File: src/rtl/hesd_pkg.sv
// ----------------------------------------------------------------------------
// hesd_pkg: shared types, constants and tables of the entity decoder
// Character codes, the named entity table, the numeric code point map and
// the control and status groups exchanged between decoder modules.
// ----------------------------------------------------------------------------
package hesd_pkg;

   // held name characters
   localparam int NAME_MAX = 15;
   localparam int CNT_W    = $clog2(NAME_MAX + 1);
   localparam int IDX_W    = $clog2(NAME_MAX);

   // named entity table geometry
   localparam int CMP_LEN  = 6;   // longest entity name
   localparam int ENT_NUM  = 15;
   localparam int SEL_W    = $clog2(ENT_NUM);
   localparam int REP_MAX  = 3;   // longest replacement
   localparam int REP_W    = $clog2(REP_MAX + 1);

   // numeric accumulator
   localparam int          VAL_W    = 21;
   localparam int          PROD_W   = VAL_W + 4;
   localparam logic [VAL_W-1:0] CODE_SAT = 21'h110000;

   // character codes
   localparam logic [7:0] CH_AMP   = 8'h26;
   localparam logic [7:0] CH_SEMI  = 8'h3B;
   localparam logic [7:0] CH_HASH  = 8'h23;
   localparam logic [7:0] CH_SPACE = 8'h20;
   localparam logic [7:0] CH_QUEST = 8'h3F;
   localparam logic [7:0] CH_APOS  = 8'h27;
   localparam logic [7:0] CH_QUOTE = 8'h22;
   localparam logic [7:0] CH_DASH  = 8'h2D;
   localparam logic [7:0] CH_LOW_X = 8'h78;

   typedef logic [CMP_LEN-1:0][7:0] head_type;  // element 0 is the first char
   typedef logic [REP_MAX-1:0][7:0] rep_type;   // element 0 goes out first

   typedef struct packed {
      logic             hit;
      logic [SEL_W-1:0] sel;
   } lookup_type;

   // sequencer to numeric unit
   typedef struct packed {
      logic clear;
      logic step;
      logic hex;
   } num_ctrl_type;

   // numeric unit to sequencer
   typedef struct packed {
      logic       digit_ok;
      logic [7:0] code_char;
   } num_stat_type;

   typedef struct packed {
      logic       ok;
      logic [3:0] value;
   } digit_type;

   function automatic logic [7:0] to_lower(input logic [7:0] c);
      return (c >= 8'h41 && c <= 8'h5A) ? c + 8'd32 : c;
   endfunction

   function automatic logic is_name_char(input logic [7:0] c);
      return (c >= 8'h61 && c <= 8'h7A) || (c >= 8'h41 && c <= 8'h5A) ||
             (c >= 8'h30 && c <= 8'h39) || c == CH_HASH;
   endfunction

   // c is already lower case
   function automatic digit_type digit_value(input logic [7:0] c, input logic hex);
      digit_type d;
      d = '0;
      if (c >= 8'h30 && c <= 8'h39) begin
         d.ok    = 1'b1;
         d.value = 4'(c - 8'h30);
      end else if (hex && c >= 8'h61 && c <= 8'h66) begin
         d.ok    = 1'b1;
         d.value = 4'(c - 8'h57);
      end
      return d;
   endfunction

   // code point to output byte
   function automatic logic [7:0] map_code(input logic [VAL_W-1:0] v);
      logic [7:0] c;
      if (v == VAL_W'(32'hA0))                                c = CH_SPACE;
      else if (v >= VAL_W'(32) && v < VAL_W'(128))            c = v[7:0];
      else if (v == VAL_W'(32'h2018) || v == VAL_W'(32'h2019)) c = CH_APOS;
      else if (v == VAL_W'(32'h201C) || v == VAL_W'(32'h201D)) c = CH_QUOTE;
      else if (v == VAL_W'(32'h2013) || v == VAL_W'(32'h2014)) c = CH_DASH;
      else                                                     c = CH_QUEST;
      return c;
   endfunction

   // entity names, written last character first
   function automatic head_type ent_name(input logic [SEL_W-1:0] sel);
      head_type n;
      unique case (sel)
         4'd0:    n = head_type'("pma");
         4'd1:    n = head_type'("tl");
         4'd2:    n = head_type'("tg");
         4'd3:    n = head_type'("touq");
         4'd4:    n = head_type'("sopa");
         4'd5:    n = head_type'("psbn");
         4'd6:    n = head_type'("ypoc");
         4'd7:    n = head_type'("ger");
         4'd8:    n = head_type'("hsadm");
         4'd9:    n = head_type'("hsadn");
         4'd10:   n = head_type'("pilleh");
         4'd11:   n = head_type'("ouqsr");
         4'd12:   n = head_type'("ouqsl");
         4'd13:   n = head_type'("ouqdr");
         4'd14:   n = head_type'("ouqdl");
         default: n = '0;
      endcase
      return n;
   endfunction

   function automatic logic [CNT_W-1:0] ent_name_len(input logic [SEL_W-1:0] sel);
      logic [CNT_W-1:0] l;
      unique case (sel)
         4'd1, 4'd2:                          l = CNT_W'(2);
         4'd0, 4'd7:                          l = CNT_W'(3);
         4'd3, 4'd4, 4'd5, 4'd6:              l = CNT_W'(4);
         4'd8, 4'd9, 4'd11, 4'd12, 4'd13, 4'd14: l = CNT_W'(5);
         4'd10:                               l = CNT_W'(6);
         default:                             l = '0;
      endcase
      return l;
   endfunction

   // replacement text, written last character first
   function automatic rep_type ent_rep(input logic [SEL_W-1:0] sel);
      rep_type r;
      unique case (sel)
         4'd0:              r = rep_type'(CH_AMP);
         4'd1:              r = rep_type'(8'h3C);
         4'd2:              r = rep_type'(8'h3E);
         4'd3, 4'd13, 4'd14: r = rep_type'(CH_QUOTE);
         4'd4, 4'd11, 4'd12: r = rep_type'(CH_APOS);
         4'd5:              r = rep_type'(CH_SPACE);
         4'd6:              r = rep_type'(")c(");
         4'd7:              r = rep_type'(")r(");
         4'd8, 4'd9:        r = rep_type'(CH_DASH);
         4'd10:             r = rep_type'("...");
         default:           r = '0;
      endcase
      return r;
   endfunction

   function automatic logic [REP_W-1:0] ent_rep_len(input logic [SEL_W-1:0] sel);
      return (sel == 4'd6 || sel == 4'd7 || sel == 4'd10) ? REP_W'(3) : REP_W'(1);
   endfunction

   // case-insensitive match of the held name against the table
   function automatic lookup_type ent_lookup(input head_type head,
                                             input logic [CNT_W-1:0] cnt);
      lookup_type res;
      head_type   nm;
      logic       eq;
      res = '0;
      for (int e = 0; e < ENT_NUM; e++) begin
         nm = ent_name(SEL_W'(e));
         eq = (cnt == ent_name_len(SEL_W'(e)));
         for (int i = 0; i < CMP_LEN; i++) begin
            if (CNT_W'(i) < cnt && to_lower(head[i]) != nm[i]) begin
               eq = 1'b0;
            end
         end
         if (eq && !res.hit) begin
            res.hit = 1'b1;
            res.sel = SEL_W'(e);
         end
      end
      return res;
   endfunction

endpackage

File: src/rtl/hesd_name_store.sv
// ----------------------------------------------------------------------------
// hesd_name_store: held entity name characters
// One write port at the fill position, one read port for replay and digit
// scan, and the leading characters exposed at fixed places for name lookup.
// ----------------------------------------------------------------------------
module hesd_name_store (
   input  logic                     clock,
   input  logic                     wr_en,
   input  logic [hesd_pkg::IDX_W-1:0] wr_idx,
   input  logic [7:0]               wr_data,
   input  logic [hesd_pkg::IDX_W-1:0] rd_idx,
   output logic [7:0]               rd_data,
   output hesd_pkg::head_type       head
);

   logic [7:0] store_ff [hesd_pkg::NAME_MAX];

   // write at fill position
   always_ff @(posedge clock) begin
      if (wr_en) begin
         store_ff[wr_idx] <= wr_data;
      end
   end

   // replay / scan read
   assign rd_data = (rd_idx < hesd_pkg::IDX_W'(hesd_pkg::NAME_MAX)) ?
                    store_ff[rd_idx] : '0;

   // leading characters for the lookup
   always_comb begin
      for (int i = 0; i < hesd_pkg::CMP_LEN; i++) begin
         head[i] = store_ff[i];
      end
   end

endmodule

File: src/rtl/hesd_num_unit.sv
// ----------------------------------------------------------------------------
// hesd_num_unit: shared numeric entity accumulator
// Takes one digit per step, multiplies the running value by 10 or 16, adds
// the digit and saturates; maps the final value to an output byte.
// ----------------------------------------------------------------------------
module hesd_num_unit (
   input  logic                    clock,
   input  hesd_pkg::num_ctrl_type  ctrl,
   input  logic [7:0]              char_in,
   output hesd_pkg::num_stat_type  stat
);

   logic [hesd_pkg::VAL_W-1:0]  acc_ff;
   logic [hesd_pkg::VAL_W-1:0]  acc_in;
   logic [hesd_pkg::PROD_W-1:0] acc_wide;
   logic [hesd_pkg::PROD_W-1:0] scaled;
   logic [hesd_pkg::PROD_W-1:0] sum;
   hesd_pkg::digit_type         dig;

   assign dig      = hesd_pkg::digit_value(hesd_pkg::to_lower(char_in), ctrl.hex);
   assign acc_wide = hesd_pkg::PROD_W'(acc_ff);

   // times 16 or times 10 by shifts
   assign scaled = ctrl.hex ? (acc_wide << 4) : ((acc_wide << 3) + (acc_wide << 1));
   assign sum    = scaled + hesd_pkg::PROD_W'(dig.value);

   always_comb begin
      acc_in = acc_ff;
      if (ctrl.clear) begin
         acc_in = '0;
      end else if (ctrl.step && dig.ok) begin
         acc_in = (sum > hesd_pkg::PROD_W'(hesd_pkg::CODE_SAT)) ?
                  hesd_pkg::CODE_SAT : sum[hesd_pkg::VAL_W-1:0];
      end
   end

   always_ff @(posedge clock) begin
      acc_ff <= acc_in;
   end

   assign stat.digit_ok  = dig.ok;
   assign stat.code_char = hesd_pkg::map_code(acc_ff);

endmodule

File: src/rtl/html_entity_stream_decoder.sv
// A plain byte is loaded into the rsp output register when it is taken if that is free, else from CHAR;
// plain bytes flow one per cycle while rsp is not stalled. Name characters are stored with no output.
// A named entity sends its replacement bytes from NAMED; a numeric one steps the shared accumulator
// once per digit in NUM and sends its byte from NUMOUT; a literal flush replays from FLUSH.
// req_tready is low while the sequencer is outside IDLE.
// Reset (synchronous, active high) returns to plain text mode with no pending output.
// ----------------------------------------------------------------------------
// html_entity_stream_decoder: streaming HTML character entity decoder
// Passes text bytes through, collects entity names after '&', and on ';'
// decodes named or numeric entities (unknown names are dropped); abandoned entities are replayed.
// ----------------------------------------------------------------------------
module html_entity_stream_decoder (
   input  logic       clock,
   input  logic       reset,
   input  logic       req_tvalid,
   output logic       req_tready,
   input  logic [7:0] req_tdata,   // [7:0] text_byte
   input  logic       req_tlast,   // end_of_text
   output logic       rsp_tvalid,
   input  logic       rsp_tready,
   output logic [7:0] rsp_tdata,   // [7:0] out_char
   output logic       rsp_tlast    // run_last
);

   typedef enum logic [5:0] {
      ST_IDLE   = 6'b000001,
      ST_FLUSH  = 6'b000010,
      ST_CHAR   = 6'b000100,
      ST_NUM    = 6'b001000,
      ST_NUMOUT = 6'b010000,
      ST_NAMED  = 6'b100000
   } state_type;

   state_type                        state_ff, state_in;
   logic                             in_ent_ff, in_ent_in;
   logic [hesd_pkg::CNT_W-1:0]       cnt_ff, cnt_in;
   logic [hesd_pkg::CNT_W-1:0]       idx_ff, idx_in;
   logic [7:0]                       byte_ff, byte_in;
   logic                             eot_ff, eot_in;
   logic                             aft_plain_ff, aft_plain_in;
   logic                             aft_open_ff, aft_open_in;
   logic                             hex_ff, hex_in;
   logic [hesd_pkg::SEL_W-1:0]       sel_ff, sel_in;
   logic                             rsp_valid_ff, rsp_valid_in;
   logic [7:0]                       rsp_char_ff, rsp_char_in;
   logic                             rsp_last_ff, rsp_last_in;

   logic                             accept;
   logic                             slot_free;
   logic                             out_load;
   logic [7:0]                       out_char;
   logic                             out_last;
   logic                             is_store, is_dec, is_flush, is_open, is_plain;
   logic                             hex_now;
   logic                             flush_done;
   logic                             wr_en;
   logic [hesd_pkg::IDX_W-1:0]       rd_idx;
   logic [hesd_pkg::CNT_W-1:0]       rd_pos;
   logic [7:0]                       rd_data;
   hesd_pkg::head_type               head;
   hesd_pkg::lookup_type             look;
   hesd_pkg::rep_type                rep;
   hesd_pkg::num_ctrl_type           num_ctrl;
   hesd_pkg::num_stat_type           num_stat;

   assign req_tready = (state_ff == ST_IDLE);
   assign accept     = req_tvalid && req_tready;
   assign slot_free  = !rsp_valid_ff || rsp_tready;

   // classify the incoming byte against the entity state
   always_comb begin
      is_store = in_ent_ff && hesd_pkg::is_name_char(req_tdata) &&
                 cnt_ff < hesd_pkg::CNT_W'(hesd_pkg::NAME_MAX);
      is_dec   = in_ent_ff && !is_store && req_tdata == hesd_pkg::CH_SEMI &&
                 cnt_ff != '0;
      is_flush = in_ent_ff && !is_store && !is_dec;
      is_open  = !is_store && !is_dec && req_tdata == hesd_pkg::CH_AMP;
      is_plain = !is_store && !is_dec && req_tdata != hesd_pkg::CH_AMP;
   end

   assign hex_now = cnt_ff >= hesd_pkg::CNT_W'(2) &&
                    hesd_pkg::to_lower(head[1]) == hesd_pkg::CH_LOW_X;
   assign look    = hesd_pkg::ent_lookup(head, cnt_ff);
   assign rep     = hesd_pkg::ent_rep(sel_ff);

   // store read: replay reads one behind the '&', digit scan reads in place
   assign rd_pos = (state_ff == ST_FLUSH) ? idx_ff - hesd_pkg::CNT_W'(1) : idx_ff;
   assign rd_idx = rd_pos[hesd_pkg::IDX_W-1:0];
   assign wr_en  = accept && is_store;

   hesd_name_store u_store (
      .clock   (clock),
      .wr_en   (wr_en),
      .wr_idx  (cnt_ff[hesd_pkg::IDX_W-1:0]),
      .wr_data (req_tdata),
      .rd_idx  (rd_idx),
      .rd_data (rd_data),
      .head    (head)
   );

   hesd_num_unit u_num (
      .clock   (clock),
      .ctrl    (num_ctrl),
      .char_in (rd_data),
      .stat    (num_stat)
   );

   assign flush_done = (idx_ff == cnt_ff);

   // sequencer
   always_comb begin
      state_in     = state_ff;
      in_ent_in    = in_ent_ff;
      cnt_in       = cnt_ff;
      idx_in       = idx_ff;
      byte_in      = byte_ff;
      eot_in       = eot_ff;
      aft_plain_in = aft_plain_ff;
      aft_open_in  = aft_open_ff;
      hex_in       = hex_ff;
      sel_in       = sel_ff;
      out_load     = 1'b0;
      out_char     = byte_ff;
      out_last     = 1'b1;
      num_ctrl     = '0;
      num_ctrl.hex = hex_ff;

      unique case (state_ff)
         ST_IDLE: begin
            if (accept) begin
               byte_in      = req_tdata;
               eot_in       = req_tlast;
               idx_in       = '0;
               aft_plain_in = 1'b0;
               aft_open_in  = 1'b0;
               priority if (is_store) begin
                  cnt_in = cnt_ff + hesd_pkg::CNT_W'(1);
                  if (req_tlast) begin
                     state_in = ST_FLUSH;
                  end
               end else if (is_dec) begin
                  if (head[0] == hesd_pkg::CH_HASH) begin
                     hex_in         = hex_now;
                     idx_in         = hex_now ? hesd_pkg::CNT_W'(2) : hesd_pkg::CNT_W'(1);
                     num_ctrl.clear = 1'b1;
                     state_in       = ST_NUM;
                  end else if (look.hit) begin
                     sel_in   = look.sel;
                     state_in = ST_NAMED;
                  end else begin
                     in_ent_in = 1'b0;
                     cnt_in    = '0;
                  end
               end else if (is_flush) begin
                  aft_plain_in = is_plain;
                  aft_open_in  = is_open;
                  state_in     = ST_FLUSH;
               end else if (is_open) begin
                  in_ent_in = 1'b1;
                  cnt_in    = '0;
                  if (req_tlast) begin
                     state_in = ST_FLUSH;
                  end
               end else begin
                  // plain byte straight to the output when the slot allows
                  if (slot_free) begin
                     out_load = 1'b1;
                     out_char = req_tdata;
                  end else begin
                     state_in = ST_CHAR;
                  end
               end
            end
         end

         ST_FLUSH: begin
            if (slot_free) begin
               out_load = 1'b1;
               out_char = (idx_ff == '0) ? hesd_pkg::CH_AMP : rd_data;
               out_last = flush_done && !aft_plain_ff && !(aft_open_ff && eot_ff);
               if (!flush_done) begin
                  idx_in = idx_ff + hesd_pkg::CNT_W'(1);
               end else begin
                  cnt_in    = '0;
                  in_ent_in = 1'b0;
                  idx_in    = '0;
                  priority if (aft_plain_ff) begin
                     state_in = ST_CHAR;
                  end else if (aft_open_ff && eot_ff) begin
                     // reopened entity closed at once by end of text
                     aft_open_in = 1'b0;
                  end else if (aft_open_ff) begin
                     in_ent_in = 1'b1;
                     state_in  = ST_IDLE;
                  end else begin
                     state_in = ST_IDLE;
                  end
               end
            end
         end

         ST_CHAR: begin
            if (slot_free) begin
               out_load = 1'b1;
               state_in = ST_IDLE;
            end
         end

         ST_NUM: begin
            if (idx_ff < cnt_ff && num_stat.digit_ok) begin
               num_ctrl.step = 1'b1;
               idx_in        = idx_ff + hesd_pkg::CNT_W'(1);
            end else begin
               state_in = ST_NUMOUT;
            end
         end

         ST_NUMOUT: begin
            if (slot_free) begin
               out_load  = 1'b1;
               out_char  = num_stat.code_char;
               in_ent_in = 1'b0;
               cnt_in    = '0;
               state_in  = ST_IDLE;
            end
         end

         ST_NAMED: begin
            if (slot_free) begin
               out_load = 1'b1;
               out_char = rep[idx_ff[hesd_pkg::REP_W-1:0]];
               out_last = (idx_ff[hesd_pkg::REP_W-1:0] ==
                           hesd_pkg::ent_rep_len(sel_ff) - hesd_pkg::REP_W'(1));
               if (out_last) begin
                  in_ent_in = 1'b0;
                  cnt_in    = '0;
                  state_in  = ST_IDLE;
               end else begin
                  idx_in = idx_ff + hesd_pkg::CNT_W'(1);
               end
            end
         end

         default: begin
            state_in = ST_IDLE;
         end
      endcase
   end

   // output register
   assign rsp_valid_in = out_load || (rsp_valid_ff && !rsp_tready);
   assign rsp_char_in  = out_load ? out_char : rsp_char_ff;
   assign rsp_last_in  = out_load ? out_last : rsp_last_ff;

   // control state
   always_ff @(posedge clock) begin
      if (reset) begin
         state_ff     <= ST_IDLE;
         in_ent_ff    <= 1'b0;
         cnt_ff       <= '0;
         rsp_valid_ff <= 1'b0;
      end else begin
         state_ff     <= state_in;
         in_ent_ff    <= in_ent_in;
         cnt_ff       <= cnt_in;
         rsp_valid_ff <= rsp_valid_in;
      end
   end

   // working payload
   always_ff @(posedge clock) begin
      idx_ff       <= idx_in;
      byte_ff      <= byte_in;
      eot_ff       <= eot_in;
      aft_plain_ff <= aft_plain_in;
      aft_open_ff  <= aft_open_in;
      hex_ff       <= hex_in;
      sel_ff       <= sel_in;
      rsp_char_ff  <= rsp_char_in;
      rsp_last_ff  <= rsp_last_in;
   end

   assign rsp_tvalid = rsp_valid_ff;
   assign rsp_tdata  = rsp_char_ff;
   assign rsp_tlast  = rsp_last_ff;

endmodule

File: config.mk
export PLATFORM = sky130hd
export DESIGN_NAME = html_entity_stream_decoder
export DESIGN_NICKNAME = d
export VERILOG_FILES = /design/src/rtl/hesd_pkg.sv /design/src/rtl/hesd_name_store.sv /design/src/rtl/hesd_num_unit.sv /design/src/rtl/html_entity_stream_decoder.sv
export SDC_FILE = /design/constraint.sdc
export NUM_CORES = 1
export LEC_CHECK = 0
export BUFFER_PORTS_ARGS = -buffer_cell sky130_fd_sc_hd__buf_4
export CORE_ASPECT_RATIO = 1.4
export CORE_MARGIN = 4
export CORE_UTILIZATION = 55
export CTS_CLUSTER_DIAMETER = 150
export DETAILED_ROUTE_END_ITERATION = 7
export PLACE_DENSITY = 0.76
export RECOVER_POWER = 25
export SLEW_MARGIN = 20
export SYNTH_ARGS = -nofsm -noshare
export SYNTH_HDL_FRONTEND = slang
export SYNTH_HIERARCHICAL = 1
export SYNTH_SLANG_ARGS = --single-unit
File: constraint.sdc
create_clock -name clock -period 7.4 [get_ports clock]
set_input_delay 1.11 -clock clock [delete_from_list [all_inputs] [get_ports clock]]
set_output_delay 1.11 -clock clock [all_outputs]
set_load 0.02 [all_outputs]
==> results of run 1 <==
## final cells by class
cell class / count / share of cell area (%)
multi-input cells: 990 / 50.94
inverters: 38 / 1.053
clock inverters: 11 / 0.6004
repair buffers: 66 / 3.584
clock buffers: 18 / 3.168
flip-flops and latches: 182 / 37.91
well taps: 297 / 2.743
## stage by stage
step | hold WS [ns] | util (%) | instances | total power [mW] | setup TNS [ns]
2_1_floorplan | 0.4788 | - | 1265 | 2.322 | 0
3_3_place_gp | 0.5168 | 58.61 | 1563 | 2.710 | 0
3_5_place_dp | 0.5201 | 58.64 | 1563 | 2.738 | -0.1354
4_1_cts | 0.5288 | 61.15 | 1595 | 3.559 | 0
5_1_grt | 0.5504 | 61.51 | 1602 | 3.788 | -0.0003766
6_report | 0.5247 | 61.51 | 1602 | 3.608 | 0
## synthesized netlist by cell type (6+ instances only)
library cell | n | area (um2)
sky130_fd_sc_hd__ha_1 | 45 | 563.0
sky130_fd_sc_hd__buf_4 | 6 | 45.04
sky130_fd_sc_hd__a21oi_1 | 68 | 340.3
sky130_fd_sc_hd__nor3_1 | 37 | 185.2
sky130_fd_sc_hd__o21ai_2 | 12 | 105.1
sky130_fd_sc_hd__or3_1 | 8 | 50.05
sky130_fd_sc_hd__mux2_2 | 10 | 112.6
sky130_fd_sc_hd__xor2_1 | 13 | 113.9
sky130_fd_sc_hd__nor3b_1 | 8 | 60.06
sky130_fd_sc_hd__clkbuf_1 | 30 | 112.6
sky130_fd_sc_hd__a31oi_1 | 19 | 118.9
sky130_fd_sc_hd__nand4b_1 | 7 | 61.31
sky130_fd_sc_hd__buf_2 | 9 | 45.04
sky130_fd_sc_hd__xnor2_1 | 15 | 131.4
sky130_fd_sc_hd__nor2_1 | 113 | 424.2
sky130_fd_sc_hd__nand3_1 | 42 | 210.2
sky130_fd_sc_hd__nand3b_1 | 6 | 45.04
sky130_fd_sc_hd__o21ai_1 | 8 | 40.04
sky130_fd_sc_hd__or2_2 | 7 | 43.79
sky130_fd_sc_hd__nand2b_1 | 12 | 75.07
sky130_fd_sc_hd__a211oi_1 | 6 | 45.04
sky130_fd_sc_hd__a22oi_1 | 9 | 67.56
sky130_fd_sc_hd__dfxtp_1 | 33 | 660.6
sky130_fd_sc_hd__edfxtp_1 | 149 | 4474
sky130_fd_sc_hd__nor2b_1 | 24 | 150.1
sky130_fd_sc_hd__a221o_1 | 7 | 70.07
sky130_fd_sc_hd__o21a_1 | 10 | 75.07
sky130_fd_sc_hd__inv_1 | 34 | 127.6
sky130_fd_sc_hd__o211ai_1 | 18 | 135.1
sky130_fd_sc_hd__and2_1 | 20 | 125.1
sky130_fd_sc_hd__o2111ai_1 | 15 | 131.4
sky130_fd_sc_hd__o21ai_0 | 64 | 320.3
sky130_fd_sc_hd__nor4b_1 | 6 | 52.55
sky130_fd_sc_hd__nor4_1 | 17 | 106.4
sky130_fd_sc_hd__mux4_2 | 13 | 292.8
sky130_fd_sc_hd__o22ai_1 | 17 | 106.4
sky130_fd_sc_hd__o31ai_1 | 14 | 105.1
sky130_fd_sc_hd__mux2i_1 | 27 | 270.3
sky130_fd_sc_hd__nand4_1 | 36 | 225.2
sky130_fd_sc_hd__and3_1 | 12 | 75.07
sky130_fd_sc_hd__nand2_1 | 120 | 450.4
## power by group
part | leakage, nW | switching (mW) | total [mW] | internal (mW)
Clock | 0.242 | 0.389 | 0.815 | 0.425
Combinational | 2.92 | 0.920 | 1.53 | 0.614
Sequential | 1.63 | 0.0519 | 1.26 | 1.21
## worst max-delay path, delay by kind of cell, from the launching register on
| family | cells | cell delay (ns) |
|---|---|---|
| adders and majority gates | 2 | 0.64 |
| and+or+nand+nor | 13 | 2.55 |
| buffers and inverters | 5 | 1.05 |
| DFF | 1 | 0.37 |
| xor gates and xnor gates | 2 | 0.43 |
| AOI/OAI and AO/OA | 8 | 1.49 |
| muxes | 1 | 0.31 |
## worst max-delay path by stage
| stage | from | end | slack (ns) | depth (start not counted) |
|---|---|---|---|---|
| after CTS | state_ff[4] | u_num/acc_ff[16] | 0.22 | 29 |
| after global placement | state_ff[3] | u_num/acc_ff[16] | 0.04 | 31 |
| after floorplan | state_ff[2] | u_num/acc_ff[16] | 0.79 | 30 |
| final | state_ff[3] | u_num/acc_ff[16] | 0.41 | 31 |
| after detailed placement | state_ff[3] | u_num/acc_ff[16] | -0.08 | 29 |
| after global routing | state_ff[3] | u_num/acc_ff[16] | -0.0004 | 35 |
## flip-flops by register name (all words and copies together) (netlist names)
name and count:
aft_open_ff 1, aft_plain_ff 1, byte_ff 8, cnt_ff 4, eot_ff 1, hex_ff 1, idx_ff 4, in_ent_ff 1
rsp_tdata 8, rsp_tlast 1, rsp_tvalid 1, sel_ff 4, state_ff 6, u_num/acc_ff 21, u_store/store_ff 120
## metal layers
metal  vias up  global-route usage (%)  share of wire (%)
li1       4954                       -                  -
met5         -                       0                  0
met2       428                   50.75                 51
met1      5224                   34.08                 39
met3       112                   3.921                6.0
met4         0                   13.76                4.7
## cell families after synthesis
kind of cell	count (synthesis)	synth area share, %
AOI/OAI and AO/OA	340	19.33
xor gates and xnor gates	29	2.105
adders and majority gates	47	4.855
buffers and inverters	93	3.818
DFF	182	41.34
muxes	54	6.094
other	1	0.03019
and+or+nand+nor	519	22.42
## what timing repair did
action,CTS,global route
pin swaps,0,2
setup endpoints to repair,20,21
resized for setup,1,10
buffers inserted,3,7
==> out/metrics.json, run 1 <==
{
  "run_status": "finished, violations left",
  "failed_checks": "design-rule violations",
  "initial_utilization_pct": 56.40,
  "design_area_mm2": 0.01355,
  "die_height_um": 185.8,
  "cts-root-to-sink-buffers": 2,
  "routed_wirelength_mm": 35.54,
  "min_from": "u_num/acc_ff[17]",
  "register_area_mm2": 0.005135,
  "floorplan.rows": 64,
  "synthDistinctLibCells": 117,
  "r2r_slack_ns": 0.41,
  "grt_first_pass_wirelength_mm": 55.85,
  "slew_headroom_pct": 8.234,
  "firstDrtPassIters": 7,
  "ctsHoldBuffers": 0,
  "cts_made_buffers": 17,
  "reg2regPathDepth": 31,
  "layout-drive-gt1-share_pct": 14.10,
  "report.final.hold_viol_count": 0,
  "synth_cells": 1265,
  "routedWlPerCell_um": 22.19,
  "max_stage_delay_ns": 0.44,
  "placed_cell_area_mm2": 0.01291,
  "multi_input_area_mm2": 0.006900,
  "total_leakage_power_nw": 4.791,
  "drc": 1,
  "timing.rr.end": "u_num/acc_ff[16]",
  "clock_sink_count": 182,
  "numPortBuffers": 23,
  "worst-path-max-fanout": 15,
  "weighted_congestion_at_the_end_of_routability_driven_global_placement": 0.9804,
  "final.setup.worst_slack_ns": 0.4094,
  "synth_warnings": 6,
  "pre_cts_ws_ns": -0.07996,
  "synthesis.area_per_instance_um2": 9.819,
  "nets": 1355,
  "num_io_pins": 24,
  "coreArea_mm2": 0.02202,
  "crit_arrival_ns": 7.31,
  "maxClockFrequency_ghz": 0.1431,
  "initial_antenna_violation_count": 0,
  "post_drt_via_cell_ratio": 6.690,
  "worst_setup_hold_path_clk_slew_ns": 0.07,
  "layout_commonest_cell": "sky130_fd_sc_hd__edfxtp_1",
  "floorplan.die_area_mm2": 0.02509,
  "synth.yosys.seq_area_share_pct": 41.34,
  "min_period_ns": 6.991,
  "vias_in_the_first_global_route": 10500,
  "drt_iter0_markers": 1008,
  "hold_class": "reg2reg",
  "cp_data_required_time_ns": 7.72,
  "antenna-diode-count": 0,
  "synth-async-reset-ratio_pct": 0,
  "power.ir.vdd_worst_uv": 225.5,
  "max-cap-violations": 0,
  "synth-edff-count": 149,
  "root_buffer": "sky130_fd_sc_hd__clkbuf_16",
  "crit-reg2reg-launch": "state_ff[3]",
  "synth_fp_nets": 1325,
  "worstMarginPinSlew_ns": 1.376,
  "grt_max_degree": 46,
  "syn_area_mm2": 0.01242,
  "globalRouteTotalUtil_pct": 28.55,
  "most_frequent_cell_on_critical_path": "sky130_fd_sc_hd__buf_4",
  "slew_violations": 0,
  "worst_clock_skew_ns": 0.01984,
  "fin_crit_sh_pct": 94.47,
  "worst_skew_pair.late_latency_ns": 0.44,
  "worst_hold_path.endpoint": "u_num/acc_ff[17]",
  "dieWidth_um": 135.0,
  "mostFrequentLayoutCells": "sky130_fd_sc_hd__edfxtp_1, sky130_fd_sc_hd__nand2_1, sky130_fd_sc_hd__nor2_1",
  "critical_path_class": "reg2reg",
  "fillerInstances": 1883,
  "power-per-cell-area_mw_per_mm2": 266.3,
  "vias": 10720,
  "flow.area_growth_from_synthesis_pct": 9.056,
  "overflow": 0,
  "most_used_flip_flop_cell_after_synthesis": "sky130_fd_sc_hd__edfxtp_1",
  "cts_tree": "yes",
  "worst_path_max_delay_cell": "sky130_fd_sc_hd__or3_1",
  "post-dp-hpwl_mm": 26.20,
  "end_kind": "flop",
  "deepest_level_of_the_cts_h_tree": 4,
  "hold-path-cell-count": 2,
  "worst_setup_path_start_kind": "flop",
  "final-setup-viol-count": 0,
  "number_of_register_bits_inferred_by_synthesis": 182,
  "antenna_left": 0
}
(Power assumes the default switching activity.)
==> inputs of run 2 (changes only) <==
- CORE_UTILIZATION: 55 -> 45
- GPL_ROUTABILITY_DRIVEN: unset -> 1
- PLACE_DENSITY: 0.76 -> unset
==> out/metrics.json, run 2 (same netlist as run 1, synthesis figures left out) <==
{
  "crit_path_start": "state_ff[2]",
  "final-setup-viol-count": 0,
  "crit_arrival_ns": 7.29,
  "dieWidth_um": 148.4,
  "end_kind": "flop",
  "nets": 1349,
  "power.combinational.fraction_pct": 40.3,
  "num_io_pins": 24,
  "floorplan.die_area_mm2": 0.03036,
  "placed_cell_area_mm2": 0.01301,
  "cts_tree": "yes",
  "design_power_total_mw": 3.736,
  "max_stage_delay_ns": 0.53,
  "firstDrtPassIters": 6,
  "largest_register_ffs": 120,
  "slew_headroom_pct": 15.02,
  "hold-path-cell-count": 2,
  "floorplan.rows": 71,
  "critical_path_class": "reg2reg",
  "min_period_ns": 6.943,
  "largest_registers": "u_store/store_ff (120), u_num/acc_ff (21)",
  "post-dp-hpwl_mm": 27.37,
  "worst_path_max_delay_cell": "sky130_fd_sc_hd__or4_1",
  "antenna_left": 0,
  "post_layout_nonfiller_instances": 1667,
  "slew_violations": 0,
  "drt_iter0_markers": 828,
  "fillerInstances": 2531,
  "layout-drive-gt1-share_pct": 13.90,
  "worst_setup_path_start_kind": "flop",
  "power.ir.vdd_worst_uv": 206.6,
  "globalRouteTotalUtil_pct": 23.90,
  "run_status": "completed",
  "design_area_mm2": 0.01372,
  "grt_util_met2_pct": 43.72,
  "worst-path-max-fanout": 13,
  "worst_setup_hold_path_clk_slew_ns": 0.08,
  "numPortBuffers": 23,
  "grtUsageMet1_pct": 28.30,
  "vias_in_the_first_global_route": 10130,
  "total_leakage_power_nw": 4.817,
  "post_drt_via_cell_ratio": 6.213,
  "overflow": 0,
  "power-per-cell-area_mw_per_mm2": 272.2,
  "clock_sink_count": 182,
  "grt_first_pass_wirelength_mm": 56.44,
  "crit-reg2reg-launch": "state_ff[2]",
  "worstMarginPinSlew_ns": 1.275,
  "root_buffer": "sky130_fd_sc_hd__clkbuf_16",
  "initial_antenna_violation_count": 0,
  "max_flop_register": "u_store/store_ff",
  "cts-root-to-sink-buffers": 2,
  "most_frequent_cell_on_critical_path": "sky130_fd_sc_hd__buf_4",
  "antenna-diode-count": 0,
  "drc": 0,
  "grt_max_degree": 46,
  "maxClockFrequency_ghz": 0.1440,
  "initial_utilization_pct": 45.99,
  "power_frac_seq_pct": 33.7,
  "met3_usage_pct": 3.120,
  "fin_crit_sh_pct": 93.83,
  "cts_made_buffers": 17,
  "busiest_layer": "met2",
  "mostFrequentLayoutCells": "sky130_fd_sc_hd__edfxtp_1, sky130_fd_sc_hd__nand2_1, sky130_fd_sc_hd__nor2_1",
  "die_height_um": 204.6,
  "power_report.internal_total_mw": 2.343,
  "power.share.clock_pct": 26.0,
  "worst_clock_skew_ns": 0.01442,
  "layout_commonest_cell": "sky130_fd_sc_hd__edfxtp_1",
  "cp_data_required_time_ns": 7.75,
  "timing.rr.end": "u_num/acc_ff[16]",
  "coreArea_mm2": 0.02701,
  "netSwitchingPower_mw": 1.392,
  "sw_frac_of_total_pct": 37.27,
  "routedWlPerCell_um": 21.67,
  "min_from": "u_num/acc_ff[14]",
  "report.final.hold_viol_count": 0,
  "vias": 10360,
  "max-cap-violations": 0,
  "grt_setup_unrepaired": "no",
  "reg2regPathDepth": 33,
  "r2r_slack_ns": 0.46,
  "weighted_congestion_at_the_end_of_routability_driven_global_placement": 0.9521,
  "worst_hold_path.endpoint": "u_num/acc_ff[14]",
  "dp.cells": 1631,
  "pre_cts_ws_ns": -0.04328,
  "deepest_level_of_the_cts_h_tree": 4,
  "flow.area_growth_from_synthesis_pct": 10.50,
  "final.setup.worst_slack_ns": 0.4567,
  "hold_class": "reg2reg",
  "routed_wirelength_mm": 36.12,
  "worst_skew_pair.late_latency_ns": 0.46
}
## run 2: layout make-up
cell class	count	area, um2	area share [%]
clock buffers	17	425.4	3.100
clock inverters	15	211.5	1.541
inverters	38	142.6	1.039
multi-input cells	990	6888	50.19
flip-flops and latches	182	5135	37.41
well taps	365	456.7	3.328
repair buffers	60	465.4	3.391
## run 2: how the worst max path moves through the flow
stage,slack [ns],to,cells past startpoint
2_1_floorplan,0.79,u_num/acc_ff[16],30
3_3_place_gp,0.09,u_num/acc_ff[0],31
3_5_place_dp,-0.04,u_num/acc_ff[0],31
4_1_cts,0.06,u_num/acc_ff[16],32
5_1_grt,0.03,u_num/acc_ff[16],35
6_report,0.46,u_num/acc_ff[16],33
## run 2: what timing repair did
| action | in CTS | in global routing |
|---|---|---|
| endpoints found under the setup margin | 7 | 21 |
| gates cloned | 0 | 0 |
| pin swaps | 1 | 0 |
| gates resized for setup | 0 | 6 |
| hold buffers | 0 | 0 |
| setup buffers | 2 | 2 |
## run 2: metrics by stage
step | hold WS, ns | setup TNS, ns | util (%)
final | 0.5394 | 0 | 50.82
after global routing | 0.5558 | 0 | 50.82
after CTS | 0.5341 | 0 | 50.63
after detailed placement | 0.5234 | -0.07246 | 48.17
after global placement | 0.5189 | 0 | 48.16
after floorplan | 0.4788 | 0 | -
## run 2: power by group through the flow
stage / combinational, mW / clock [mW] / sequential [mW]
2_1_floorplan: 1.03 / 0 / 1.29
3_3_place_gp: 1.46 / 0 / 1.28
3_5_place_dp: 1.46 / 0 / 1.28
4_1_cts: 1.47 / 0.983 / 1.26
5_1_grt: 1.64 / 1.03 / 1.27
6_report: 1.51 / 0.970 / 1.26
## run 2: layer usage
metal	routed length [um]	share of wire [%]	vias to the layer above
li1	-	-	4959
met1	14390	40	4986
met2	19040	53	325
met3	1426	3.9	87
met4	1265	3.5	0
met5	0	0	-
## run 2: critical path, delay by kind of cell, from the launching register on
kind	cells	cell delay [ns]
AOI/OAI and AO/OA	12	1.94
xor gates and xnor gates	1	0.17
adders and majority gates	2	0.51
buffers and inverters	6	1.04
DFF	1	0.36
muxes	1	0.30
and+or+nand+nor	11	2.55
